==> config.mk <==
export PLATFORM = sky130hd
export DESIGN_NAME = acm_queue
export DESIGN_NICKNAME = d
export VERILOG_FILES = /design/src/hw/rtl/aho_corasick_matcher_top_macros.svh /design/src/hw/rtl/acm_pkg.sv /design/src/hw/rtl/acm_queue.sv
export SDC_FILE = /design/constraint.sdc
export NUM_CORES = 1
export LEC_CHECK = 0
export BUFFER_PORTS_ARGS = -buffer_cell sky130_fd_sc_hd__buf_2
export CORE_UTILIZATION = 55
export DETAILED_ROUTE_END_ITERATION = 7
export HOLD_SLACK_MARGIN = 0.02
export PLACE_DENSITY = 0.83
export RECOVER_POWER = 100
export SLEW_MARGIN = 10
export SYNTH_ARGS = -nofsm -noshare
export SYNTH_HDL_FRONTEND = slang
export SYNTH_SLANG_ARGS = --single-unit
==> constraint.sdc <==
create_clock -name clk -period 3.5 [get_ports clk]
set_input_delay 0.175 -clock clk [delete_from_list [all_inputs] [get_ports clk]]
set_output_delay 0.175 -clock clk [all_outputs]
set_load 0.02 [all_outputs]
==> src/hw/rtl/aho_corasick_matcher_top_macros.svh <==
// ---------------------------------------------------------------------------
// aho_corasick_matcher_top_macros.svh
// assertion macros used by the matcher rtl (acm_back)
// ---------------------------------------------------------------------------
`ifndef AHO_CORASICK_MATCHER_TOP_MACROS_SVH
`define AHO_CORASICK_MATCHER_TOP_MACROS_SVH

// same-cycle implication
`define ACM_ASSERT_IMP(label, clk, rst_n, ante, cons) \
    label: assert property (@(posedge clk) disable iff (!rst_n) (ante) |-> (cons)) \
        else $error("acm assertion violated");

// next-cycle implication
`define ACM_ASSERT_NEXT(label, clk, rst_n, ante, cons) \
    label: assert property (@(posedge clk) disable iff (!rst_n) (ante) |=> (cons)) \
        else $error("acm assertion violated");

`endif

==> src/hw/rtl/acm_pkg.sv <==
// ---------------------------------------------------------------------------
// acm_pkg
// types, constants and helpers for the aho-corasick matcher
// ---------------------------------------------------------------------------
package acm_pkg;

    localparam int MAX_NODES = 4096;
    localparam int ALPHABET  = 26;
    localparam int NODE_W    = $clog2(MAX_NODES);
    localparam int COUNT_W   = NODE_W + 1;
    localparam int SYM_W     = 5;
    localparam int TAB_DEPTH = MAX_NODES * ALPHABET;
    localparam int TAB_AW    = $clog2(TAB_DEPTH);
    localparam int WGT_W     = 16;
    localparam int SUM_W     = 32;

    localparam logic [2:0] REQ_INSERT  = 3'd0;
    localparam logic [2:0] REQ_END     = 3'd1;
    localparam logic [2:0] REQ_MATCH   = 3'd2;
    localparam logic [2:0] REQ_RESTART = 3'd3;
    localparam logic [2:0] REQ_CLEAR   = 3'd4;

    localparam logic [1:0] ST_OK   = 2'd0;
    localparam logic [1:0] ST_FULL = 2'd1;
    localparam logic [1:0] ST_SAT  = 2'd2;

    typedef enum logic [2:0] {
        OP_INSERT,
        OP_INS_REPORT,
        OP_END,
        OP_MATCH,
        OP_MATCH_RESET,
        OP_RESTART,
        OP_CLEAR,
        OP_NOP
    } op_t;

    typedef enum logic [3:0] {
        S_IDLE,
        S_DECODE,
        S_INS_VAL,
        S_INS_CHK,
        S_END_WR,
        S_MATCH_SUM,
        S_MATCH_OUT,
        S_RB_INIT,
        S_RB_POP,
        S_RB_U,
        S_RB_LU,
        S_RB_C,
        S_RB_W,
        S_RB_V,
        S_RB_SUM
    } back_state_t;

    typedef struct packed {
        op_t                      op;
        logic [SYM_W-1:0]         symbol;
        logic signed [WGT_W-1:0]  weight;
    } item_t;

    typedef struct packed {
        logic full;
        logic empty;
    } q_stat_t;

    typedef struct packed {
        logic signed [SUM_W-1:0] val;
        logic                    hit;
    } clamp_t;

    function automatic logic [TAB_AW-1:0] tab_addr(input logic [NODE_W-1:0] n,
                                                   input logic [SYM_W-1:0] s);
        tab_addr = TAB_AW'(n) * TAB_AW'(ALPHABET) + TAB_AW'(s);
    endfunction

    function automatic clamp_t clamp_sum(input logic [SUM_W:0] v);
        clamp_t r;
        if (v[SUM_W] != v[SUM_W-1])
        begin
            r.hit = 1'b1;
            r.val = v[SUM_W] ? {1'b1, {(SUM_W-1){1'b0}}} : {1'b0, {(SUM_W-1){1'b1}}};
        end
        else
        begin
            r.hit = 1'b0;
            r.val = v[SUM_W-1:0];
        end
        return r;
    endfunction

endpackage

==> src/hw/rtl/acm_queue.sv <==
// ---------------------------------------------------------------------------
// acm_queue
// two-word queue between the front and the back
// ---------------------------------------------------------------------------
module acm_queue (
    input  logic              clk,
    input  logic              rst_n,
    input  logic              push,
    input  acm_pkg::item_t    push_item,
    input  logic              pop,
    output acm_pkg::item_t    head_item,
    output acm_pkg::q_stat_t  q_stat
);
    import acm_pkg::*;

    item_t      slot_reg [2];
    logic       wr_ptr_reg, wr_ptr_next;
    logic       rd_ptr_reg, rd_ptr_next;
    logic [1:0] cnt_reg, cnt_next;
    logic       do_push, do_pop;

    assign q_stat.full  = cnt_reg == 2'd2;
    assign q_stat.empty = cnt_reg == 2'd0;
    assign do_push      = push && !q_stat.full;
    assign do_pop       = pop && !q_stat.empty;
    assign head_item    = slot_reg[rd_ptr_reg];

    always_comb
    begin
        wr_ptr_next = do_push ? ~wr_ptr_reg : wr_ptr_reg;
        rd_ptr_next = do_pop ? ~rd_ptr_reg : rd_ptr_reg;
        cnt_next    = cnt_reg + 2'(do_push) - 2'(do_pop);
    end

    always_ff @(posedge clk or negedge rst_n)
    begin
        if (!rst_n)
        begin
            wr_ptr_reg <= 1'b0;
            rd_ptr_reg <= 1'b0;
            cnt_reg    <= 2'd0;
        end
        else
        begin
            wr_ptr_reg <= wr_ptr_next;
            rd_ptr_reg <= rd_ptr_next;
            cnt_reg    <= cnt_next;
        end
    end

    always_ff @(posedge clk)
    begin
        if (do_push)
        begin
            slot_reg[wr_ptr_reg] <= push_item;
        end
    end

endmodule

Word-level counts from Yosys, hierarchy flattened
Memory sizes are Yosys's and may differ from the RTL's.
Cells that the tools add are included.
{ "totals": {"inputBits": 28, "mem_bits_rw": 48, "word_cells": 16, "register_bits": 4, "mem_count": 1} }
{ "classes": {"n_mux": 2, "n_eq_ne": 1, "n_addsub": 2, "n_bitwise": 2, "n_reduce_logical": 5} }
{ "memory_table": {"columns": ["name", "words", "width", "read_ports", "rd_clocked_by_memory_dff", "wr", "line", "rtl"], "rows": [
  ["slot_reg", 2, 24, 1, 0, 1, "acm_queue.sv:16", "item_t slot_reg [2];"]
]} }
{ "op_table": {"columns": ["cell", "count"], "rows": [
  ["2-bit by 1-bit adder with 2-bit output", 1],
  ["2-bit == test, second input constant", 1],
  ["1-bit logical AND", 2],
  ["1-bit logical NOT", 2],
  ["2-bit logical NOT", 1],
  ["1-bit two-way mux", 2],
  ["1-bit inverter", 2],
  ["2-bit by 1-bit subtractor with 2-bit output", 1]
]} }

Longest topological paths before layout
Gate-level depths: netlist (run 1).
{ "depth": {"ltp_word": 5, "ltp_mapped": 7, "depth_no_buf": 7} }

Worst setup path after synthesis (run 1)
OpenSTA, ideal clock, no wires.
{ "synth_path": {"path_type": "register -> register", "start": "register cnt_reg[1]", "end": "memory slot_reg[0][0] in the netlist's numbering, enable pin", "arrival_time_ns": 1.620, "stages_incl_launch_ff": 4, "required_time_ns": 3.095, "setup_slack_ns": 1.475, "period_less_slack_ns": 2.025, "setup_ns": 0.405, "path_cell_list": "dfrtp_1 -> nand2b_1 -> nand2_1 -> nor2_1"} }
{ "synth_via": {"elab_chain_cells": 5} }
{ "synth_lines": {"columns": ["element", "line", "rtl"], "rows": [
  ["start, declared", "acm_queue.sv:19", "logic [1:0] cnt_reg, cnt_next;"],
  ["start signal, assigned", "acm_queue.sv:47", "cnt_reg <= cnt_next;"],
  ["2-bit == test", "acm_queue.sv:22", "assign q_stat.full = cnt_reg == 2'd2;"],
  ["1-bit logical NOT", "acm_queue.sv:24", "assign do_push = push && !q_stat.full;"],
  ["1-bit logical AND", "acm_queue.sv:24", null],
  ["1-bit two-way mux", "acm_queue.sv:53", "if (do_push)"],
  ["1-bit two-way mux (implied by the code)", "acm_queue.sv:55", "slot_reg[wr_ptr_reg] <= push_item;"],
  ["end, declared", "acm_queue.sv:16", null]
]} }
Every way passes these cells.

==> flow_metrics.env, run 1 <==
export IMPL_drc=0
export IMPL_track_usage=0.161
export IMPL_yosys_top_cells_count="edfxtp_1 (48), mux2_4 (19), mux2_2 (5)"
export IMPL_power_density_nw_per_um2=838
export IMPL_whs_ps=54.7
export IMPL_hold_viol_final=0
export IMPL_synth_cells=93
export IMPL_dieArea_um2=3950
export IMPL_worst_hold_path_endpoint="slot_reg[0][18]$_DFFE_PP_"
export IMPL_placed_area_um2=2320
export IMPL_post_cts_resized=0
export IMPL_rsz0062_at_grt="no"
export IMPL_post_cts_buffers=0
export IMPL_wl_per_cell_um=14.5
export IMPL_crit_buf_inv=2
export IMPL_ctsHoldBuffers=1
export IMPL_worstMarginPinSlew_ps=1350
export IMPL_p_leak_uw=0.000871
export IMPL_vias_per_cell=4.96
export IMPL_hp_start="push_item[18]"
export IMPL_wl_mm=2.91
export IMPL_drv_cap=0
export IMPL_first_pass_iters=4
export IMPL_cpPeakStageDelay_ps=760
export IMPL_yosysMostFrequentCell="edfxtp_1"
export IMPL_place_congestion=0.619
export IMPL_fin_nets=183
export IMPL_drt_iter0_drc=20
export IMPL_timing_fmax_mhz=419
export IMPL_synthArstFlopShare=0.0769
export IMPL_grt_antenna_before_repair=0
export IMPL_synth_seq_area_share=0.758
export IMPL_min_period_ps=2390
export IMPL_cts_tree="built"
export IMPL_grt_pass1_wl_mm=4.41
export IMPL_synth_edf_count=48
export IMPL_critPathArrivalTime_ps=2210
export IMPL_cts_sink_count=52
export IMPL_status="finished, final reports clean"
export IMPL_cts_buffers=5
export IMPL_rows=21
export IMPL_ys_seq_elements=52
export IMPL_area_growth_pct=15.3
export IMPL_synth_top_cell_area_share=0.708
export IMPL_cp_max_fo=16
export IMPL_slew_violations=0
export IMPL_htreeDepth=2
export IMPL_synth_flop_cell="edfxtp_1"
export IMPL_hold_path_cell_count=1
export IMPL_hp_class="in -> reg"
export IMPL_fin_util=0.681
export IMPL_n_fill_cell=259
export IMPL_hpwl_mm=2.02
export IMPL_setup_tns_ps=0
export IMPL_syn_cell_area_um2=2030
export IMPL_core_area_um2=3440
export IMPL_yosys_warnings=0
export IMPL_syn_nets=123
export IMPL_end_kind="primary output"
export IMPL_routed_via_count=992
export IMPL_r2r_setup_slack_ps=1370
export IMPL_postRouteAntennaNets=0
export IMPL_grt_pass1_vias=976
export IMPL_finalClockSkew_ps=9.26
export IMPL_ir_worst_vdd_uv=535
export IMPL_grt_remaining_overflow=0
export IMPL_fp_dieW_um=62.8
export IMPL_r2r_start="cnt_reg[0]$_DFF_PN0_"
export IMPL_cts_reportedPaths_clkPinSlew_ps=90
export IMPL_fin_area_um2=2340
export IMPL_synth_area_leaders="edfxtp_1 (71%), mux2_4 (14%), dfrtp_1 (4.9%)"
export IMPL_io_pins=54
export IMPL_rr_worst_depth=4
export IMPL_setup_viol=0
export IMPL_io_buffers=53
export IMPL_yosysTopAreaCell="edfxtp_1"
export IMPL_cpLargestDelayFamily="buffers and inverters"
export IMPL_start_util=0.591
export IMPL_clockBufferDepth=2
export IMPL_path_cells="clkbuf_1 > mux2_1 > buf_2"
export IMPL_clk_latency_ps=310
export IMPL_regToRegEndpoint="slot_reg[0][3]$_DFFE_PP_"
export IMPL_criticalPathCategory="reg -> out"
export IMPL_die_h_um=62.8
export IMPL_grt_max_degree=25
export IMPL_place_ws_ps=1650
export IMPL_avgSynthCellArea_um2=21.9
export IMPL_period_share=0.681
export IMPL_largest_reg_flops=48
export IMPL_antennaDiodeCount=0
export IMPL_clock_root_buffer="clkbuf_8"
export IMPL_synthDistinctLibCells=15
export IMPL_layout_drive_gt1_share=0.318
export IMPL_start_kind="flip-flop"
export IMPL_setup_ws_ps=1110
export IMPL_crit_required_ps=3320
export IMPL_worst_slew_margin_rel=0.103
export IMPL_worst_path_max_delay_cell="clkbuf_1"
-- cell type report --
class                      instances  area, µm²  share of cell area
tap                               46       57.6              0.0245
clock buffer                       5       68.8              0.0293
timing repair buffer              56        260               0.111
inverter                           2       7.51             0.00320
sequential                        52       1540               0.657
clock inverter                     3       42.5              0.0181
multi-input combinational         36        367               0.156
-- logic make-up after synthesis --
| kind of cell | share of synthesized area |
|---|---|
| simple gates | 0.0160 |
| fa+ha+maj | 0.0123 |
| xor+xnor | 0.0172 |
| mux | 0.168 |
| buf+inv | 0.0289 |
| flops | 0.758 |
-- report_power, final --
group / leakage (µW) / total [µW] / internal (µW) / switching [µW]
Combinational: 0.000322 / 651 / 241 / 410
Sequential: 0.000492 / 922 / 859 / 62.7
Clock: 0.0000558 / 392 / 212 / 181
Total: 0.000871 / 1960 / 1310 / 653
-- how the worst max path moves through the flow --
stage,from,cells after the start,slack [ps],end
final,rd_ptr_reg$_DFFE_PN0P_,3,1110,head_item[18]
after global placement,cnt_reg[1]$_DFF_PN0_,2,1750,slot_reg[1][5]$_DFFE_PP_
after global routing,rd_ptr_reg$_DFFE_PN0P_,3,950,head_item[19]
after detailed placement,cnt_reg[0]$_DFF_PN0_,2,1650,slot_reg[1][5]$_DFFE_PP_
after CTS,rd_ptr_reg$_DFFE_PN0P_,3,1490,head_item[17]
after floorplan,cnt_reg[1]$_DFF_PN0_,3,1480,slot_reg[0][0]$_DFFE_PP_
-- worst reg2reg max path: cells and delay by family, from the launching register on --
kind / cells / cell delay [ps]
flip-flops: 1 / 380
AND/OR/NAND/NOR: 3 / 370
buffers and inverters: 1 / 990
-- cells in the final DEF (no fill, tap or decap) --
cell type,Yosys,layout
bufinv_16,0,1
and3_1,1,1
clkinv_4,0,1
clkinv_1,0,1
mux2_4,19,1
buf_2,0,35
dlygate4sd3_1,0,1
dfrtp_1,4,4
edfxtp_1,48,48
mux2_1,0,18
clkbuf_8,0,5
ha_1,2,2
inv_1,2,2
xnor2_1,3,3
mux2_2,5,5
nor2_2,0,1
nand2_1,1,1
nor2b_1,0,1
xor2_1,1,1
nor2_1,2,1
nand2b_1,1,1
clkbuf_1,0,20
-- through the flow --
stage,std cells,power (µW)
after global placement,191,1680
after CTS,200,2110
after global routing,200,2060
after floorplan,93,1550
final,200,1960
after detailed placement,191,1720
-- routing by layer --
layer / vias up / wire, µm / track usage
met5: - / 0 / 0
met4: 0 / 47 / 0.0698
met3: 3 / 165 / 0.0639
met2: 35 / 1530 / 0.274
met1: 482 / 1160 / 0.177
li1: 472 / - / -
(Power assumes the default switching activity.)
==> run 2, diff against run 1 <==
CORE_UTILIZATION = 51   (was 55)
PLACE_DENSITY = 0.78   (was 0.83)
clock period = 2.47 ns   (was 3.5 ns; I/O delays follow)
==> flow_metrics.env, run 2 (synthesized netlist as in run 1, its figures left out) <==
export IMPL_status="finished, final reports clean"
export IMPL_crit_required_ps=2460
export IMPL_die_h_um=65.2
export IMPL_slew_violations=0
export IMPL_grt_pass1_vias=1196
export IMPL_largest_reg_flops=48
export IMPL_setup_ws_ps=428
export IMPL_power_frac_clock=0.161
export IMPL_p_comb_frac=0.361
export IMPL_layout_common_cells="edfxtp_1 (48), clkbuf_1 (32), dlygate4sd3_1 (25), buf_2 (24), mux2_1 (15)"
export IMPL_setup_tns_ps=0
export IMPL_io_buffers=53
export IMPL_rsz0062_at_grt="no"
export IMPL_regToRegEndpoint="slot_reg[0][11]$_DFFE_PP_"
export IMPL_power_density_nw_per_um2=1070
export IMPL_wl_mm=3.39
export IMPL_dieArea_um2=4250
export IMPL_rr_worst_depth=4
export IMPL_post_cts_buffers=0
export IMPL_crit_cells=4
export IMPL_drv_cap=0
export IMPL_criticalPathCategory="reg -> reg"
export IMPL_vias_per_cell=4.81
export IMPL_crit_buf_inv=1
export IMPL_cts_sink_count=52
export IMPL_grt_antenna_before_repair=0
export IMPL_grt_remaining_overflow=0
export IMPL_drt_iter0_drc=34
export IMPL_crit_start="cnt_reg[1]$_DFF_PN0_"
export IMPL_internal_power_uw=1810
export IMPL_start_util=0.543
export IMPL_hp_class="in -> reg"
export IMPL_worst_slew_margin_rel=0.390
export IMPL_end_kind="flip-flop"
export IMPL_layout_commonest_cell="edfxtp_1"
export IMPL_path_cells="nand2b_1 > nand2_1 > nor2_1 > buf_4"
export IMPL_fin_nets=209
export IMPL_power_uw=2740
export IMPL_critPathArrivalTime_ps=2030
export IMPL_worst_path_max_delay_cell="nor2_1"
export IMPL_endpoint="slot_reg[0][11]$_DFFE_PP_"
export IMPL_place_congestion=0.681
export IMPL_place_ws_ps=706
export IMPL_cp_max_fo=15
export IMPL_cts_tree="built"
export IMPL_p_seq_frac=0.478
export IMPL_hold_viol_final=0
export IMPL_io_pins=54
export IMPL_core_area_um2=3740
export IMPL_start_kind="flip-flop"
export IMPL_grt_max_degree=21
export IMPL_cpLargestDelayFamily="simple AND/OR/NAND/NOR gates"
export IMPL_rows=22
export IMPL_r2r_setup_slack_ps=430
export IMPL_period_share=0.827
export IMPL_drc=0
export IMPL_cts_reportedPaths_clkPinSlew_ps=80
export IMPL_finalClockSkew_ps=6.22
export IMPL_wl_per_cell_um=14.9
export IMPL_layout_drive_gt1_share=0.233
export IMPL_grt_pass1_wl_mm=5.38
export IMPL_p_sw_uw=934
export IMPL_cpPeakStageDelay_ps=710
export IMPL_hpwl_mm=2.30
export IMPL_fp_dieW_um=65.2
export IMPL_clockBufferDepth=2
export IMPL_timing_fmax_mhz=490
export IMPL_fin_util=0.685
export IMPL_p_leak_uw=0.000952
export IMPL_cts_buffers=5
export IMPL_clk_latency_ps=290
export IMPL_sw_frac_of_total=0.341
export IMPL_first_pass_iters=4
export IMPL_postRouteAntennaNets=0
export IMPL_area_growth_pct=26.1
export IMPL_antennaDiodeCount=0
export IMPL_ir_worst_vdd_uv=730
export IMPL_r2r_start="cnt_reg[1]$_DFF_PN0_"
export IMPL_min_period_ps=2040
export IMPL_routed_via_count=1096
export IMPL_htreeDepth=2
export IMPL_setup_viol=0
export IMPL_clock_root_buffer="clkbuf_8"
export IMPL_worstMarginPinSlew_ps=912
export IMPL_track_usage=0.180
run 2: cell types whose count changed in the layout (fill, tap and decap cells not counted), sizes merged:
cell         previous run  this run
dlygate4sd3             1        25
clkbuf                 25        39
clkinv                  2         1
bufinv                  1         0
buf                    35        25
run 2: how the worst min path moves through the flow:
stage | start | to | slack (ps) | cells past startpoint
2_1_floorplan | rst_n | cnt_reg[0]$_DFF_PN0_ | -170 | 0
3_5_place_dp | rst_n | cnt_reg[1]$_DFF_PN0_ | -70 | 1
5_1_grt | push | wr_ptr_reg$_DFFE_PN0P_ | 150 | 3
6_report | push | wr_ptr_reg$_DFFE_PN0P_ | 140 | 3
4_1_cts | rst_n | cnt_reg[0]$_DFF_PN0_ | 130 | 2
3_3_place_gp | rst_n | cnt_reg[0]$_DFF_PN0_ | -70 | 1
run 2: metal layers:
metal  vias up  GRT usage  wire, µm
met5         -          0         0
met3         8     0.0573       183
met4         0     0.0652        63
met1       518      0.178      1280
met2        45      0.344      1870
li1        525          -         -
run 2: per-stage QoR:
stage	instances	hold WS [ps]	cell area, µm²
after floorplan	93	-172	2030
after global placement	195	-71.1	2340
after detailed placement	195	-65.4	2340
after CTS	228	134	2670
after global routing	228	152	2570
final	228	143	2570
run 2: layout make-up:
type | count | area, µm²
Clock buffer | 7 | 76.3
Clock inverter | 1 | 5.00
Fill cell | 299 | 1180
Inverter | 2 | 7.51
Multi-Input combinational cell | 36 | 375
Sequential cell | 52 | 1540
Tap cell | 48 | 60.1
Timing Repair Buffer | 82 | 500
run 2: power groups by stage:
stage	clock [µW]	combinational, µW	sequential [µW]
floorplan	0	918	1280
global placement	0	1090	1320
detailed placement	0	1120	1340
CTS	461	1150	1320
global route	491	1060	1330
finish	440	989	1310
run 2: repair_timing:
action / CTS / global route
hold buffers: 25 / 0
setup endpoints to repair: 0 / 0
hold endpoints to repair: 51 / 0
gates resized for setup: 0 / 0
run 2: tightest hold or removal path: cells and delay by family:
kind,cells,cell delay [ps]
buffers and inverters,1,100
and+or+nand+nor,1,100
xor gates and xnor gates,1,70
