--- src/hw/rtl/aho_corasick_matcher_top_macros.svh ---
// ---------------------------------------------------------------------------
// aho_corasick_matcher_top_macros.svh
// assertion macros used by the matcher rtl (acm_back)
// ---------------------------------------------------------------------------
`ifndef AHO_CORASICK_MATCHER_TOP_MACROS_SVH
`define AHO_CORASICK_MATCHER_TOP_MACROS_SVH

// same-cycle implication
`define ACM_ASSERT_IMP(label, clk, rst_n, ante, cons) \
    label: assert property (@(posedge clk) disable iff (!rst_n) (ante) |-> (cons)) \
        else $error("acm assertion violated");

// next-cycle implication
`define ACM_ASSERT_NEXT(label, clk, rst_n, ante, cons) \
    label: assert property (@(posedge clk) disable iff (!rst_n) (ante) |=> (cons)) \
        else $error("acm assertion violated");

`endif

--- src/hw/rtl/acm_pkg.sv ---
// ---------------------------------------------------------------------------
// acm_pkg
// types, constants and helpers for the aho-corasick matcher
// ---------------------------------------------------------------------------
package acm_pkg;

    localparam int MAX_NODES = 4096;
    localparam int ALPHABET  = 26;
    localparam int NODE_W    = $clog2(MAX_NODES);
    localparam int COUNT_W   = NODE_W + 1;
    localparam int SYM_W     = 5;
    localparam int TAB_DEPTH = MAX_NODES * ALPHABET;
    localparam int TAB_AW    = $clog2(TAB_DEPTH);
    localparam int WGT_W     = 16;
    localparam int SUM_W     = 32;

    localparam logic [2:0] REQ_INSERT  = 3'd0;
    localparam logic [2:0] REQ_END     = 3'd1;
    localparam logic [2:0] REQ_MATCH   = 3'd2;
    localparam logic [2:0] REQ_RESTART = 3'd3;
    localparam logic [2:0] REQ_CLEAR   = 3'd4;

    localparam logic [1:0] ST_OK   = 2'd0;
    localparam logic [1:0] ST_FULL = 2'd1;
    localparam logic [1:0] ST_SAT  = 2'd2;

    typedef enum logic [2:0] {
        OP_INSERT,
        OP_INS_REPORT,
        OP_END,
        OP_MATCH,
        OP_MATCH_RESET,
        OP_RESTART,
        OP_CLEAR,
        OP_NOP
    } op_t;

    typedef enum logic [3:0] {
        S_IDLE,
        S_DECODE,
        S_INS_VAL,
        S_INS_CHK,
        S_END_WR,
        S_MATCH_SUM,
        S_MATCH_OUT,
        S_RB_INIT,
        S_RB_POP,
        S_RB_U,
        S_RB_LU,
        S_RB_C,
        S_RB_W,
        S_RB_V,
        S_RB_SUM
    } back_state_t;

    typedef struct packed {
        op_t                      op;
        logic [SYM_W-1:0]         symbol;
        logic signed [WGT_W-1:0]  weight;
    } item_t;

    typedef struct packed {
        logic full;
        logic empty;
    } q_stat_t;

    typedef struct packed {
        logic signed [SUM_W-1:0] val;
        logic                    hit;
    } clamp_t;

    function automatic logic [TAB_AW-1:0] tab_addr(input logic [NODE_W-1:0] n,
                                                   input logic [SYM_W-1:0] s);
        tab_addr = TAB_AW'(n) * TAB_AW'(ALPHABET) + TAB_AW'(s);
    endfunction

    function automatic clamp_t clamp_sum(input logic [SUM_W:0] v);
        clamp_t r;
        if (v[SUM_W] != v[SUM_W-1])
        begin
            r.hit = 1'b1;
            r.val = v[SUM_W] ? {1'b1, {(SUM_W-1){1'b0}}} : {1'b0, {(SUM_W-1){1'b1}}};
        end
        else
        begin
            r.hit = 1'b0;
            r.val = v[SUM_W-1:0];
        end
        return r;
    endfunction

endpackage

--- src/hw/rtl/acm_front.sv ---
// ---------------------------------------------------------------------------
// acm_front
// accepts request words, classifies them and hands them to the queue
// ---------------------------------------------------------------------------
module acm_front (
    input  logic                          clk,
    input  logic                          rst_n,
    input  logic                          start,
    output logic                          busy,
    input  logic [2:0]                    req_type,
    input  logic [acm_pkg::SYM_W-1:0]     symbol,
    input  logic signed [acm_pkg::WGT_W-1:0] weight,
    input  acm_pkg::q_stat_t              q_stat,
    output logic                          push,
    output acm_pkg::item_t                push_item
);
    import acm_pkg::*;

    logic  valid_reg, valid_next;
    item_t item_reg, item_next;
    item_t cls;
    logic  accept;
    logic  sym_ok;

    assign sym_ok = symbol < SYM_W'(ALPHABET);

    always_comb
    begin
        cls.symbol = symbol;
        cls.weight = weight;
        unique case (req_type)
            REQ_INSERT:  cls.op = sym_ok ? OP_INSERT : OP_INS_REPORT;
            REQ_END:     cls.op = OP_END;
            REQ_MATCH:   cls.op = sym_ok ? OP_MATCH : OP_MATCH_RESET;
            REQ_RESTART: cls.op = OP_RESTART;
            REQ_CLEAR:   cls.op = OP_CLEAR;
            default:     cls.op = OP_NOP;
        endcase
    end

    assign busy      = valid_reg && q_stat.full;
    assign push      = valid_reg && !q_stat.full;
    assign accept    = start && !busy;
    assign push_item = item_reg;

    always_comb
    begin
        valid_next = valid_reg;
        item_next  = item_reg;
        if (accept)
        begin
            valid_next = 1'b1;
            item_next  = cls;
        end
        else if (push)
        begin
            valid_next = 1'b0;
        end
    end

    always_ff @(posedge clk or negedge rst_n)
    begin
        if (!rst_n)
        begin
            valid_reg <= 1'b0;
        end
        else
        begin
            valid_reg <= valid_next;
        end
    end

    always_ff @(posedge clk)
    begin
        item_reg <= item_next;
    end

endmodule

--- config.mk ---
export PLATFORM = sky130hd
export DESIGN_NAME = acm_front
export DESIGN_NICKNAME = d
export VERILOG_FILES = /design/src/hw/rtl/aho_corasick_matcher_top_macros.svh /design/src/hw/rtl/acm_pkg.sv /design/src/hw/rtl/acm_front.sv
export SDC_FILE = /design/constraint.sdc
export NUM_CORES = 1
export LEC_CHECK = 0
export ABC_AREA = 1
export BUFFER_PORTS_ARGS = -buffer_cell sky130_fd_sc_hd__buf_2
export CAP_MARGIN = 10
export CORE_MARGIN = 2
export CORE_UTILIZATION = 24
export DETAILED_ROUTE_END_ITERATION = 10
export MAX_ROUTING_LAYER = met4
export PLACE_DENSITY = 0.58
export SETUP_SLACK_MARGIN = 0.1
export SLEW_MARGIN = 20
export SYNTH_ARGS = -nofsm -noshare
export SYNTH_HDL_FRONTEND = slang
export SYNTH_SLANG_ARGS = --single-unit
--- constraint.sdc ---
create_clock -name clk -period 3.17 [get_ports clk]
set_input_delay 0.634 -clock clk [delete_from_list [all_inputs] [get_ports clk]]
set_output_delay 0.634 -clock clk [all_outputs]
set_load 0.01 [all_outputs]
### Word level (Yosys, flattened, before mapping)

Cells that the tools add are included.

| storage, ports and cells | value |
|---|---|
| register bits after elaboration | 25 |
| logic and storage cells | 21 |
| output and inout bits | 26 |

| cells by class | value |
|---|---|
| reductions and logical operators | 7 |
| magnitude comparators | 1 |
| mux-type cells | 5 |
| eq/ne operators | 4 |

Operators by type and width:

| kind | count |
|---|---|
| one-hot mux 3 bit (5 select lines) | 1 |
| equality test 3 x 2 -> 1 bit (second input constant) | 2 |
| < comparator 5 bit (second input constant) | 1 |
| equality test 3 x 1 -> 1 bit (second input constant) | 1 |
| equality test 3 bit (second input constant) | 1 |
| logical AND 1 bit | 3 |
| logical NOT 3 bit | 1 |
| two-way mux 1 bit | 3 |
| two-way mux 3 bit | 1 |
| logical NOT 1 bit | 2 |
| nonzero test 2 bit | 1 |

### Longest topological paths before layout

Gate-level depths: netlist of the first run.

| depth | value |
|---|---|
| depth in word-level cells | 4 |
| mapped depth | 6 |
| depth with buffers taken out | 6 |

### Worst setup path after synthesis of the first run

OpenSTA, ideal clock, no wires.

| timing path | value |
|---|---|
| path kind | in2reg |
| start point | in q_stat[1] (netlist bit) |
| end point | reg item_reg, in the netlist push_item[0], enable pin |
| cell stages on the path | 3 |
| setup slack | 0.955 ns |
| arrival time | 1.810 ns |
| required time | 2.765 ns |
| cell sequence | nand2_1 > inv_1 > nor2_1 |

| between the ends | value |
|---|---|
| cells in the longest elaborated chain, start to end | 3 |

RTL lines:

| item | line | source |
|---|---|---|
| start: declaration | acm_front.sv:13 | `input acm_pkg::q_stat_t q_stat,` |
| logical AND 1 bit | acm_front.sv:41 | `assign busy = valid_reg && q_stat.full;` |
| named net busy | acm_front.sv:9 | `output logic busy,` |
| logical NOT 1 bit | acm_front.sv:43 | `assign accept = start && !busy;` |
| logical AND 1 bit | acm_front.sv:43 |  |
| named net accept | acm_front.sv:22 | `logic accept;` |
| end signal: assignment | acm_front.sv:75 | `item_reg <= item_next;` |
| end: declaration | acm_front.sv:20 | `item_t item_reg, item_next;` |

The timed path passes the listed nets, and every way through them passes these cells.
A chain may end at the register's enable or synchronous reset.

### Worst setup path after layout of the first run

| timing path | value |
|---|---|
| start point | in q_stat[1] (netlist bit) |
| end point | out busy |

| between the ends | value |
|---|---|
| cells in the longest elaborated chain, start to end | 1 |

RTL lines:

| item | line |
|---|---|
| logical AND 1 bit | acm_front.sv:41 |
| end: declaration | acm_front.sv:9 |

Every way passes these cells.

==> flow_results.xml, run 1 <==
<?xml version="1.0" encoding="UTF-8"?>
<metrics>
  <group name="run_status">
    <metric name="status" unit="">complete, no violations</metric>
  </group>
  <group name="setup_path">
    <metric name="ff2ff_setup_slack" unit="ns">1.66</metric>
    <metric name="regToRegStartpoint" unit="">valid_reg</metric>
    <metric name="endpoint" unit="">busy</metric>
    <metric name="startpoint" unit="">q_stat[1]</metric>
    <metric name="cp_data_arrival_time" unit="ns">1.00</metric>
    <metric name="worstPathMaxFanout" unit="">2</metric>
    <metric name="type_of_origin_of_the_critical_path" unit="">input pin</metric>
    <metric name="ff2ff_path_depth" unit="">4</metric>
    <metric name="worst-endpoint-required" unit="ns">2.54</metric>
    <metric name="endpoint_of_the_worst_slack_reg_to_reg_timing_path" unit="">push_item[8]</metric>
    <metric name="critPathKind" unit="">input pin to output pin</metric>
    <metric name="setup.worst_path.end_class" unit="">output pin</metric>
  </group>
  <group name="route">
    <metric name="drc" unit="">0</metric>
    <metric name="antenna_left" unit="">0</metric>
    <metric name="num_vias" unit="">585</metric>
    <metric name="route.final.wire_length" unit="um">1530</metric>
    <metric name="drt-pass1-iter-count" unit="">3</metric>
    <metric name="route.detailed.wl_per_inst" unit="um">9.75</metric>
    <metric name="average_vias_per_placed_instance" unit="">3.73</metric>
    <metric name="drt_first_iter_violations" unit="">7</metric>
  </group>
  <group name="global_routing">
    <metric name="grt_max_degree" unit="">16</metric>
    <metric name="grt_first_pass_wirelength" unit="um">2320</metric>
    <metric name="track_usage" unit="%">7.83</metric>
    <metric name="overflow" unit="">0</metric>
    <metric name="grt_pass1_vias" unit="">572</metric>
    <metric name="antenna_found_initial" unit="">0</metric>
  </group>
  <group name="sta">
    <metric name="max_slew_margin" unit="%">68.5</metric>
    <metric name="final.setup.tns" unit="ns">0</metric>
    <metric name="hold_ws" unit="ns">0.0781</metric>
    <metric name="setup_viol_count_final" unit="">0</metric>
    <metric name="highest_achievable_clock_rate" unit="GHz">0.611</metric>
    <metric name="tightestPinTransition" unit="ns">0.472</metric>
    <metric name="rsz0062_at_grt" unit="">false</metric>
    <metric name="final_hold_viol_count" unit="">0</metric>
    <metric name="slew_viol_final" unit="">0</metric>
    <metric name="skew" unit="ns">0.00422</metric>
    <metric name="final_period_demand_of_the_worst_path" unit="ns">1.64</metric>
    <metric name="finalCritPeriodShare" unit="%">51.7</metric>
  </group>
  <group name="placement">
    <metric name="place_congestion" unit="">0.620</metric>
    <metric name="dp_hpwl" unit="um">1280</metric>
    <metric name="post_placement_cell_count" unit="">153</metric>
    <metric name="port-buffer-count" unit="">53</metric>
  </group>
  <group name="layout">
    <metric name="layout.cells.most_common_list" unit="">sky130_fd_sc_hd__buf_2 (53), sky130_fd_sc_hd__edfxtp_1 (24), sky130_fd_sc_hd__nand2_1 (9), sky130_fd_sc_hd__inv_1 (7), sky130_fd_sc_hd__nor2_1 (5)</metric>
    <metric name="multi_input_area" unit="sq um">87.6</metric>
    <metric name="fillerInstances" unit="">336</metric>
    <metric name="post_layout_nonfiller_instances" unit="">157</metric>
    <metric name="largest_reg_flops" unit="">24</metric>
    <metric name="post_route_cells_drive_above_1_share" unit="%">54.1</metric>
    <metric name="fin_nets" unit="">141</metric>
    <metric name="area_growth" unit="%">41.7</metric>
    <metric name="num_antenna_cells" unit="">0</metric>
    <metric name="final-seq-area" unit="sq um">746</metric>
    <metric name="layout.cells.most_common" unit="">sky130_fd_sc_hd__buf_2</metric>
  </group>
  <group name="synthesis">
    <metric name="synth.avg_cell_area" unit="sq um">16.2</metric>
    <metric name="mappedNetlistNets" unit="">82</metric>
    <metric name="post_synthesis_cells" unit="">53</metric>
    <metric name="synth.distinct_cells" unit="">9</metric>
    <metric name="yosysSeqAreaShare" unit="%">86.6</metric>
    <metric name="synthesis.yosys.warnings" unit="">0</metric>
    <metric name="ys_seq_elements" unit="">25</metric>
    <metric name="synthesis.area" unit="sq um">861</metric>
  </group>
  <group name="clock_network">
    <metric name="clock-root-buffer" unit="">sky130_fd_sc_hd__clkbuf_4</metric>
    <metric name="cts.htree.levels" unit="">1</metric>
    <metric name="post_cts.repair.setup_buffers" unit="">0</metric>
    <metric name="clock_tree_from_tritoncts" unit="">done</metric>
    <metric name="clock_latency" unit="ns">0.30</metric>
    <metric name="post_cts_resized" unit="">0</metric>
    <metric name="cts_hold_buf" unit="">0</metric>
    <metric name="cts_buffers" unit="">3</metric>
    <metric name="clkSlewWorstSetupHoldPaths" unit="ns">0.12</metric>
    <metric name="clock_tree.buffer_depth" unit="">2</metric>
    <metric name="clock_sinks" unit="">25</metric>
  </group>
  <group name="power_and_ir_drop">
    <metric name="worst_ir_drop_vdd" unit="mV">0.147</metric>
    <metric name="finalPower" unit="uW">583</metric>
    <metric name="static-leakage-power" unit="uW">0.000555</metric>
    <metric name="power.density_cell_area" unit="nW/um^2">478</metric>
  </group>
  <group name="worst_hold_path">
    <metric name="holdCritPathClass" unit="">input pin to async pin</metric>
  </group>
  <group name="floorplan">
    <metric name="row_count" unit="">21</metric>
    <metric name="core_region_area" unit="sq um">3390</metric>
    <metric name="die_w" unit="um">63.9</metric>
    <metric name="die_area" unit="sq um">4080</metric>
    <metric name="dieHeight" unit="um">63.9</metric>
    <metric name="floorplan.initialDensity" unit="%">25.4</metric>
    <metric name="io_pins" unit="">55</metric>
  </group>
  <group name="job">
    <metric name="cap_viol_max_count" unit="">0</metric>
  </group>
</metrics>
==> area by class of cell <==
cell class / count / share of cell area (%)
Clock buffer: 4 / 2.15
Inverter: 8 / 2.46
Multi-Input combinational cell: 20 / 7.18
Sequential cell: 25 / 61.1
Tap cell: 46 / 4.72
Timing Repair Buffer: 54 / 22.4
==> synth_stat cells, drive strengths merged <==
| library cell | number | area [sq um] |
|---|---|---|
| a21oi | 2 | 13.8 |
| nand3 | 3 | 15.0 |
| nand2 | 9 | 33.8 |
| nor2 | 6 | 22.5 |
| edfxtp | 24 | 721 |
| dfrtp | 1 | 25.0 |
| inv | 8 | 30.0 |
==> metal layers <==
metal	wire (um)	vias up	share of wire, %	global-route usage, %
met4	0	0	0	3.26
met3	120	0	7.8	2.11
met2	807	28	53	13.4
met1	602	259	39	8.55
met5	0	-	0	-
li1	-	298	-	-
==> worst max-delay path: stages <==
cell,delay [ns]
sky130_fd_sc_hd__buf_2,0.11
sky130_fd_sc_hd__nand2_1,0.07
sky130_fd_sc_hd__inv_1,0.06
sky130_fd_sc_hd__buf_2,0.13
==> logic make-up after synthesis <==
| kind of cell | share of synthesized area [%] |
|---|---|
| AOI/OAI and AO/OA | 1.60 |
| buffers and inverters | 3.49 |
| DFF | 86.6 |
| and+or+nand+nor | 8.28 |
==> power by group <==
part	leakage (uW)	internal (uW)	switching, uW
Sequential	0.000238	384	3.62
Combinational	0.000301	29.0	36.5
Clock	0.0000150	48.9	81.6
==> through the flow <==
step | utilization, % | instance area [sq um] | setup slack [ns]
finish | 36.0 | 1220 | 1.53
global route | 36.0 | 1220 | 1.50
CTS | 36.0 | 1220 | 1.53
detailed placement | 35.2 | 1190 | 1.26
global placement | 35.2 | 1190 | 1.26
floorplan | - | 861 | 0.955
==> worst min path at each step <==
stage,start,end,slack (ns)
after floorplan,rst_n,valid_reg,0.34
after global placement,rst_n,valid_reg,0.41
after detailed placement,rst_n,valid_reg,0.41
after CTS,rst_n,valid_reg,0.06
after global routing,rst_n,valid_reg,0.04
final,rst_n,valid_reg,0.08
No activity file was read; power rests on OpenSTA's default activity.
==> inputs of run 2 (changes only) <==
PLACE_DENSITY = 0.6   (was 0.58)
clock period = 1.5 ns   (was 3.17 ns; I/O delays follow)
==> flow_results.xml, run 2 (synthesis results as in run 1) <==
<?xml version="1.0" encoding="UTF-8"?>
<metrics>
  <group name="clock_network">
    <metric name="post_cts_resized" unit="">0</metric>
    <metric name="cts_hold_buf" unit="">1</metric>
    <metric name="cts_buffers" unit="">3</metric>
    <metric name="post_cts.repair.setup_buffers" unit="">0</metric>
    <metric name="clkSlewWorstSetupHoldPaths" unit="ns">0.12</metric>
    <metric name="clock_sinks" unit="">25</metric>
    <metric name="clock_tree_from_tritoncts" unit="">done</metric>
    <metric name="clock_tree.buffer_depth" unit="">2</metric>
    <metric name="clock_latency" unit="ns">0.30</metric>
    <metric name="cts.htree.levels" unit="">1</metric>
    <metric name="clock-root-buffer" unit="">sky130_fd_sc_hd__clkbuf_4</metric>
  </group>
  <group name="job">
    <metric name="cap_viol_max_count" unit="">0</metric>
  </group>
  <group name="global_routing">
    <metric name="grt_first_pass_wirelength" unit="um">2510</metric>
    <metric name="grt_pass1_vias" unit="">546</metric>
    <metric name="track_usage" unit="%">8.40</metric>
    <metric name="overflow" unit="">0</metric>
    <metric name="antenna_found_initial" unit="">0</metric>
    <metric name="grt_max_degree" unit="">25</metric>
  </group>
  <group name="worst_hold_path">
    <metric name="holdCritPathClass" unit="">input pin to flip-flop</metric>
  </group>
  <group name="setup_path">
    <metric name="cp_data_arrival_time" unit="ns">1.00</metric>
    <metric name="worst-endpoint-required" unit="ns">1.20</metric>
    <metric name="setup.worst_path.end_class" unit="">output pin</metric>
    <metric name="regToRegStartpoint" unit="">valid_reg</metric>
    <metric name="endpoint" unit="">busy</metric>
    <metric name="startpoint" unit="">valid_reg</metric>
    <metric name="critPathKind" unit="">flip-flop to output pin</metric>
    <metric name="worstPathMaxFanout" unit="">2</metric>
    <metric name="endpoint_of_the_worst_slack_reg_to_reg_timing_path" unit="">push_item[13]</metric>
    <metric name="ff2ff_path_depth" unit="">4</metric>
    <metric name="type_of_origin_of_the_critical_path" unit="">flip-flop</metric>
    <metric name="ff2ff_setup_slack" unit="ns">0.37</metric>
  </group>
  <group name="layout">
    <metric name="post_layout_nonfiller_instances" unit="">158</metric>
    <metric name="post_route_cells_drive_above_1_share" unit="%">53.6</metric>
    <metric name="num_antenna_cells" unit="">0</metric>
    <metric name="layout.cells.most_common" unit="">sky130_fd_sc_hd__buf_2</metric>
    <metric name="fillerInstances" unit="">343</metric>
    <metric name="largest_reg_flops" unit="">24</metric>
    <metric name="area_growth" unit="%">44.9</metric>
    <metric name="fin_util" unit="%">36.8</metric>
    <metric name="layout.cells.most_common_list" unit="">sky130_fd_sc_hd__buf_2 (53), sky130_fd_sc_hd__edfxtp_1 (24), sky130_fd_sc_hd__nand2_1 (9), sky130_fd_sc_hd__inv_1 (7), sky130_fd_sc_hd__nor2_1 (5)</metric>
    <metric name="fin_nets" unit="">142</metric>
  </group>
  <group name="power_and_ir_drop">
    <metric name="power_switching_share" unit="%">21.4</metric>
    <metric name="finalPower" unit="uW">1250</metric>
    <metric name="comb_power_share" unit="%">11.9</metric>
    <metric name="power.density_cell_area" unit="nW/um^2">1000</metric>
    <metric name="worst_ir_drop_vdd" unit="mV">0.270</metric>
    <metric name="p_sw" unit="uW">267</metric>
    <metric name="power.share.sequential" unit="%">65.5</metric>
    <metric name="static-leakage-power" unit="uW">0.000564</metric>
    <metric name="pwr-share-clk" unit="%">22.6</metric>
    <metric name="p_int" unit="uW">982</metric>
  </group>
  <group name="route">
    <metric name="average_vias_per_placed_instance" unit="">3.80</metric>
    <metric name="route.detailed.wl_per_inst" unit="um">10.0</metric>
    <metric name="top_layer_used" unit="">met4</metric>
    <metric name="antenna_left" unit="">0</metric>
    <metric name="drc" unit="">0</metric>
    <metric name="route.met3.wl" unit="um">107</metric>
    <metric name="drt_first_iter_violations" unit="">9</metric>
    <metric name="drt-pass1-iter-count" unit="">3</metric>
    <metric name="wl_met2" unit="um">790</metric>
    <metric name="route.final.wire_length" unit="um">1580</metric>
    <metric name="m1WireLength" unit="um">674</metric>
    <metric name="num_vias" unit="">601</metric>
  </group>
  <group name="floorplan">
    <metric name="row_count" unit="">21</metric>
    <metric name="die_w" unit="um">63.9</metric>
    <metric name="dieHeight" unit="um">63.9</metric>
    <metric name="floorplan.initialDensity" unit="%">25.4</metric>
    <metric name="io_pins" unit="">55</metric>
    <metric name="core_region_area" unit="sq um">3390</metric>
    <metric name="die_area" unit="sq um">4080</metric>
  </group>
  <group name="sta">
    <metric name="final.setup.tns" unit="ns">0</metric>
    <metric name="final_period_demand_of_the_worst_path" unit="ns">1.30</metric>
    <metric name="max_slew_margin" unit="%">88.4</metric>
    <metric name="final_hold_viol_count" unit="">0</metric>
    <metric name="setup_viol_count_final" unit="">0</metric>
    <metric name="rsz0062_at_grt" unit="">false</metric>
    <metric name="tightestPinTransition" unit="ns">0.175</metric>
    <metric name="slew_viol_final" unit="">0</metric>
    <metric name="skew" unit="ns">0.00285</metric>
    <metric name="finalCritPeriodShare" unit="%">86.6</metric>
    <metric name="highest_achievable_clock_rate" unit="GHz">0.770</metric>
  </group>
  <group name="placement">
    <metric name="post_placement_cell_count" unit="">153</metric>
    <metric name="port-buffer-count" unit="">53</metric>
    <metric name="dp_hpwl" unit="um">1270</metric>
    <metric name="place_congestion" unit="">0.624</metric>
  </group>
  <group name="run_status">
    <metric name="status" unit="">complete, no violations</metric>
  </group>
</metrics>
==> run 2: layout make-up <==
cell class / instances / area (sq um) / share of cell area, %
flip-flops and latches: 25 / 746 / 59.8
inverters: 8 / 30.0 / 2.41
clock buffers: 4 / 26.3 / 2.11
well taps: 46 / 57.6 / 4.61
repair buffers: 55 / 295 / 23.7
multi-input cells: 20 / 92.6 / 7.42
==> run 2: worst max-delay path, stage by stage, from the launching register on <==
cell                      delay, ns
sky130_fd_sc_hd__dfrtp_1       0.41
sky130_fd_sc_hd__nand2_1       0.08
sky130_fd_sc_hd__inv_1         0.07
sky130_fd_sc_hd__buf_2         0.14
==> run 2: layer usage <==
layer | vias to the layer above | GRT usage [%]
met2 | 27 | 13.5
met3 | 2 | 2.11
met5 | - | -
met4 | 0 | 3.26
met1 | 272 | 10.1
li1 | 300 | -
==> run 2: power by group through the flow <==
stage / Sequential, uW / Clock, uW / Combinational, uW
after floorplan: 857 / 0 / 37.8
after global placement: 834 / 0 / 145
after detailed placement: 835 / 0 / 151
after CTS: 819 / 307 / 152
after global routing: 822 / 335 / 165
final: 818 / 283 / 149
==> run 2: metrics by stage <==
stage	hold WS, ns	cell area, sq um	setup WS (ns)
3_3_place_gp	0.0746	1210	0.369
6_report	0.162	1250	0.202
2_1_floorplan	0.00441	868	0.207
4_1_cts	0.147	1250	0.181
3_5_place_dp	0.0806	1210	0.345
5_1_grt	0.128	1250	0.116
==> run 2: worst min path at each step <==
stage / startpoint / to / slack (ns) / cells past startpoint
2_1_floorplan: rst_n / valid_reg / 0.004 / 0
3_3_place_gp: rst_n / valid_reg / 0.07 / 1
3_5_place_dp: rst_n / valid_reg / 0.08 / 1
4_1_cts: weight[4] / push_item[4] / 0.15 / 1
5_1_grt: weight[4] / push_item[4] / 0.13 / 1
6_report: weight[2] / push_item[2] / 0.16 / 1
==> inputs of run 3 (changes only) <==
CORE_UTILIZATION = 36   (was 24)
PLACE_DENSITY = 0.8   (was 0.6)
==> flow_results.xml, run 3 (synthesis results as in run 1) <==
<?xml version="1.0" encoding="UTF-8"?>
<metrics>
  <group name="job">
    <metric name="cap_viol_max_count" unit="">0</metric>
  </group>
  <group name="route">
    <metric name="route.detailed.wl_per_inst" unit="um">11.2</metric>
    <metric name="drt-pass1-iter-count" unit="">4</metric>
    <metric name="average_vias_per_placed_instance" unit="">4.34</metric>
    <metric name="drt_first_iter_violations" unit="">3</metric>
    <metric name="m1WireLength" unit="um">567</metric>
    <metric name="top_layer_used" unit="">met4</metric>
    <metric name="route.final.wire_length" unit="um">1560</metric>
    <metric name="wl_met2" unit="um">867</metric>
    <metric name="drc" unit="">0</metric>
    <metric name="num_vias" unit="">607</metric>
    <metric name="antenna_left" unit="">0</metric>
    <metric name="route.met3.wl" unit="um">119</metric>
  </group>
  <group name="layout">
    <metric name="post_route_cells_drive_above_1_share" unit="%">53.6</metric>
    <metric name="final-seq-area" unit="sq um">746</metric>
    <metric name="fillerInstances" unit="">202</metric>
    <metric name="fin_util" unit="%">54.8</metric>
    <metric name="layout.cells.most_common" unit="">sky130_fd_sc_hd__buf_2</metric>
    <metric name="fin_nets" unit="">142</metric>
    <metric name="num_antenna_cells" unit="">0</metric>
    <metric name="multi_input_area" unit="sq um">92.6</metric>
    <metric name="area_growth" unit="%">42.3</metric>
    <metric name="layout.cells.most_common_list" unit="">sky130_fd_sc_hd__buf_2 (53), sky130_fd_sc_hd__edfxtp_1 (24), sky130_fd_sc_hd__nand2_1 (9), sky130_fd_sc_hd__inv_1 (7), sky130_fd_sc_hd__nor2_1 (5)</metric>
    <metric name="largest_reg_flops" unit="">24</metric>
    <metric name="stdcell_area" unit="sq um">1220</metric>
  </group>
  <group name="floorplan">
    <metric name="dieHeight" unit="um">52.9</metric>
    <metric name="row_count" unit="">17</metric>
    <metric name="io_pins" unit="">55</metric>
    <metric name="core_region_area" unit="sq um">2230</metric>
    <metric name="die_area" unit="sq um">2800</metric>
    <metric name="floorplan.initialDensity" unit="%">38.5</metric>
    <metric name="die_w" unit="um">52.9</metric>
  </group>
  <group name="placement">
    <metric name="place_congestion" unit="">0.606</metric>
    <metric name="dp_hpwl" unit="um">1190</metric>
    <metric name="placement.setup.worst_slack" unit="ns">0.348</metric>
    <metric name="place_area" unit="sq um">1190</metric>
    <metric name="port-buffer-count" unit="">53</metric>
  </group>
  <group name="clock_network">
    <metric name="cts_buffers" unit="">3</metric>
    <metric name="clkSlewWorstSetupHoldPaths" unit="ns">0.13</metric>
    <metric name="clock_tree_from_tritoncts" unit="">done</metric>
    <metric name="clock_latency" unit="ns">0.30</metric>
    <metric name="clock-root-buffer" unit="">sky130_fd_sc_hd__clkbuf_4</metric>
    <metric name="cts.htree.levels" unit="">1</metric>
    <metric name="clock_sinks" unit="">25</metric>
    <metric name="clock_tree.buffer_depth" unit="">2</metric>
  </group>
  <group name="sta">
    <metric name="slew_viol_final" unit="">0</metric>
    <metric name="final_hold_viol_count" unit="">0</metric>
    <metric name="tightestPinTransition" unit="ns">0.166</metric>
    <metric name="hold_ws" unit="ns">0.157</metric>
    <metric name="highest_achievable_clock_rate" unit="GHz">0.778</metric>
    <metric name="finalCritPeriodShare" unit="%">85.7</metric>
    <metric name="final.setup.tns" unit="ns">0</metric>
    <metric name="setup_viol_count_final" unit="">0</metric>
    <metric name="rsz0062_at_grt" unit="">false</metric>
    <metric name="final_critical_path_setup_slack" unit="ns">0.215</metric>
    <metric name="final_period_demand_of_the_worst_path" unit="ns">1.28</metric>
    <metric name="max_slew_margin" unit="%">89.0</metric>
    <metric name="skew" unit="ns">0.00568</metric>
  </group>
  <group name="setup_path">
    <metric name="setup.worst_path.end_class" unit="">output pin</metric>
    <metric name="slowest_stage" unit="">sky130_fd_sc_hd__dfrtp_1</metric>
    <metric name="worstPathMaxFanout" unit="">2</metric>
    <metric name="path_cells" unit="">nand2_1 &gt; inv_1 &gt; buf_2</metric>
    <metric name="cp_data_arrival_time" unit="ns">0.98</metric>
    <metric name="type_of_origin_of_the_critical_path" unit="">flip-flop</metric>
    <metric name="max_incr_delay_on_cp" unit="ns">0.40</metric>
    <metric name="worst-endpoint-required" unit="ns">1.20</metric>
    <metric name="critPathKind" unit="">flip-flop to output pin</metric>
  </group>
  <group name="global_routing">
    <metric name="grt_first_pass_wirelength" unit="um">2410</metric>
    <metric name="grt_pass1_vias" unit="">626</metric>
    <metric name="overflow" unit="">0</metric>
    <metric name="antenna_found_initial" unit="">0</metric>
    <metric name="track_usage" unit="%">12.6</metric>
    <metric name="grt_max_degree" unit="">25</metric>
  </group>
  <group name="run_status">
    <metric name="status" unit="">complete, no violations</metric>
  </group>
  <group name="power_and_ir_drop">
    <metric name="static-leakage-power" unit="uW">0.000564</metric>
    <metric name="worst_ir_drop_vdd" unit="mV">0.548</metric>
    <metric name="power.density_cell_area" unit="nW/um^2">1020</metric>
  </group>
  <group name="worst_hold_path">
    <metric name="holdCritPathClass" unit="">input pin to flip-flop</metric>
  </group>
</metrics>
run 3: power breakdown:
group	total (uW)	internal, uW	switching, uW
clock network	288	104	184
logic	149	68.3	80.5
registers	818	811	7.77
total	1250	983	272
run 3: repair_timing:
item / CTS / global route
hold buffers: 1 / 0
hold endpoints to repair: 1 / 0
buffers inserted: 0 / 0
resized for setup: 0 / 0
run 3: area by class of cell:
cell class / count / share of cell area [%]
Sequential cell: 25 / 60.9
Timing Repair Buffer: 55 / 24.1
Multi-Input combinational cell: 20 / 7.56
Tap cell: 28 / 2.86
Inverter: 8 / 2.45
Clock buffer: 4 / 2.15
run 3: path summary, 6_finish.rpt:
check,from,to,slack (ns),cells past startpoint
max in group asynchronous,rst_n,valid_reg,1.11,2
setup reg to reg,valid_reg,push_item[13],0.39,4
min in group asynchronous,rst_n,valid_reg,0.31,2
hold reg to reg,valid_reg,valid_reg,0.51,2
hold / removal,weight[7],push_item[7],0.16,1
setup / recovery,valid_reg,busy,0.22,3
run 3: critical path, delay by kind of cell, from the launching register on:
family	cells	cell delay, ns
simple gates	1	0.07
flops	1	0.40
buf+inv	2	0.21
run 3: stage by stage:
step	instances	total power (uW)
final	140	1250
after global routing	140	1310
after floorplan	53	895
after detailed placement	135	984
after global placement	135	976
after CTS	140	1270
run 3: per-layer routing:
metal | track usage, % | up-vias
met1 | 10.9 | 277
met3 | 2.54 | 2
met2 | 24.6 | 27
met5 | - | -
met4 | 6.84 | 0
li1 | - | 301
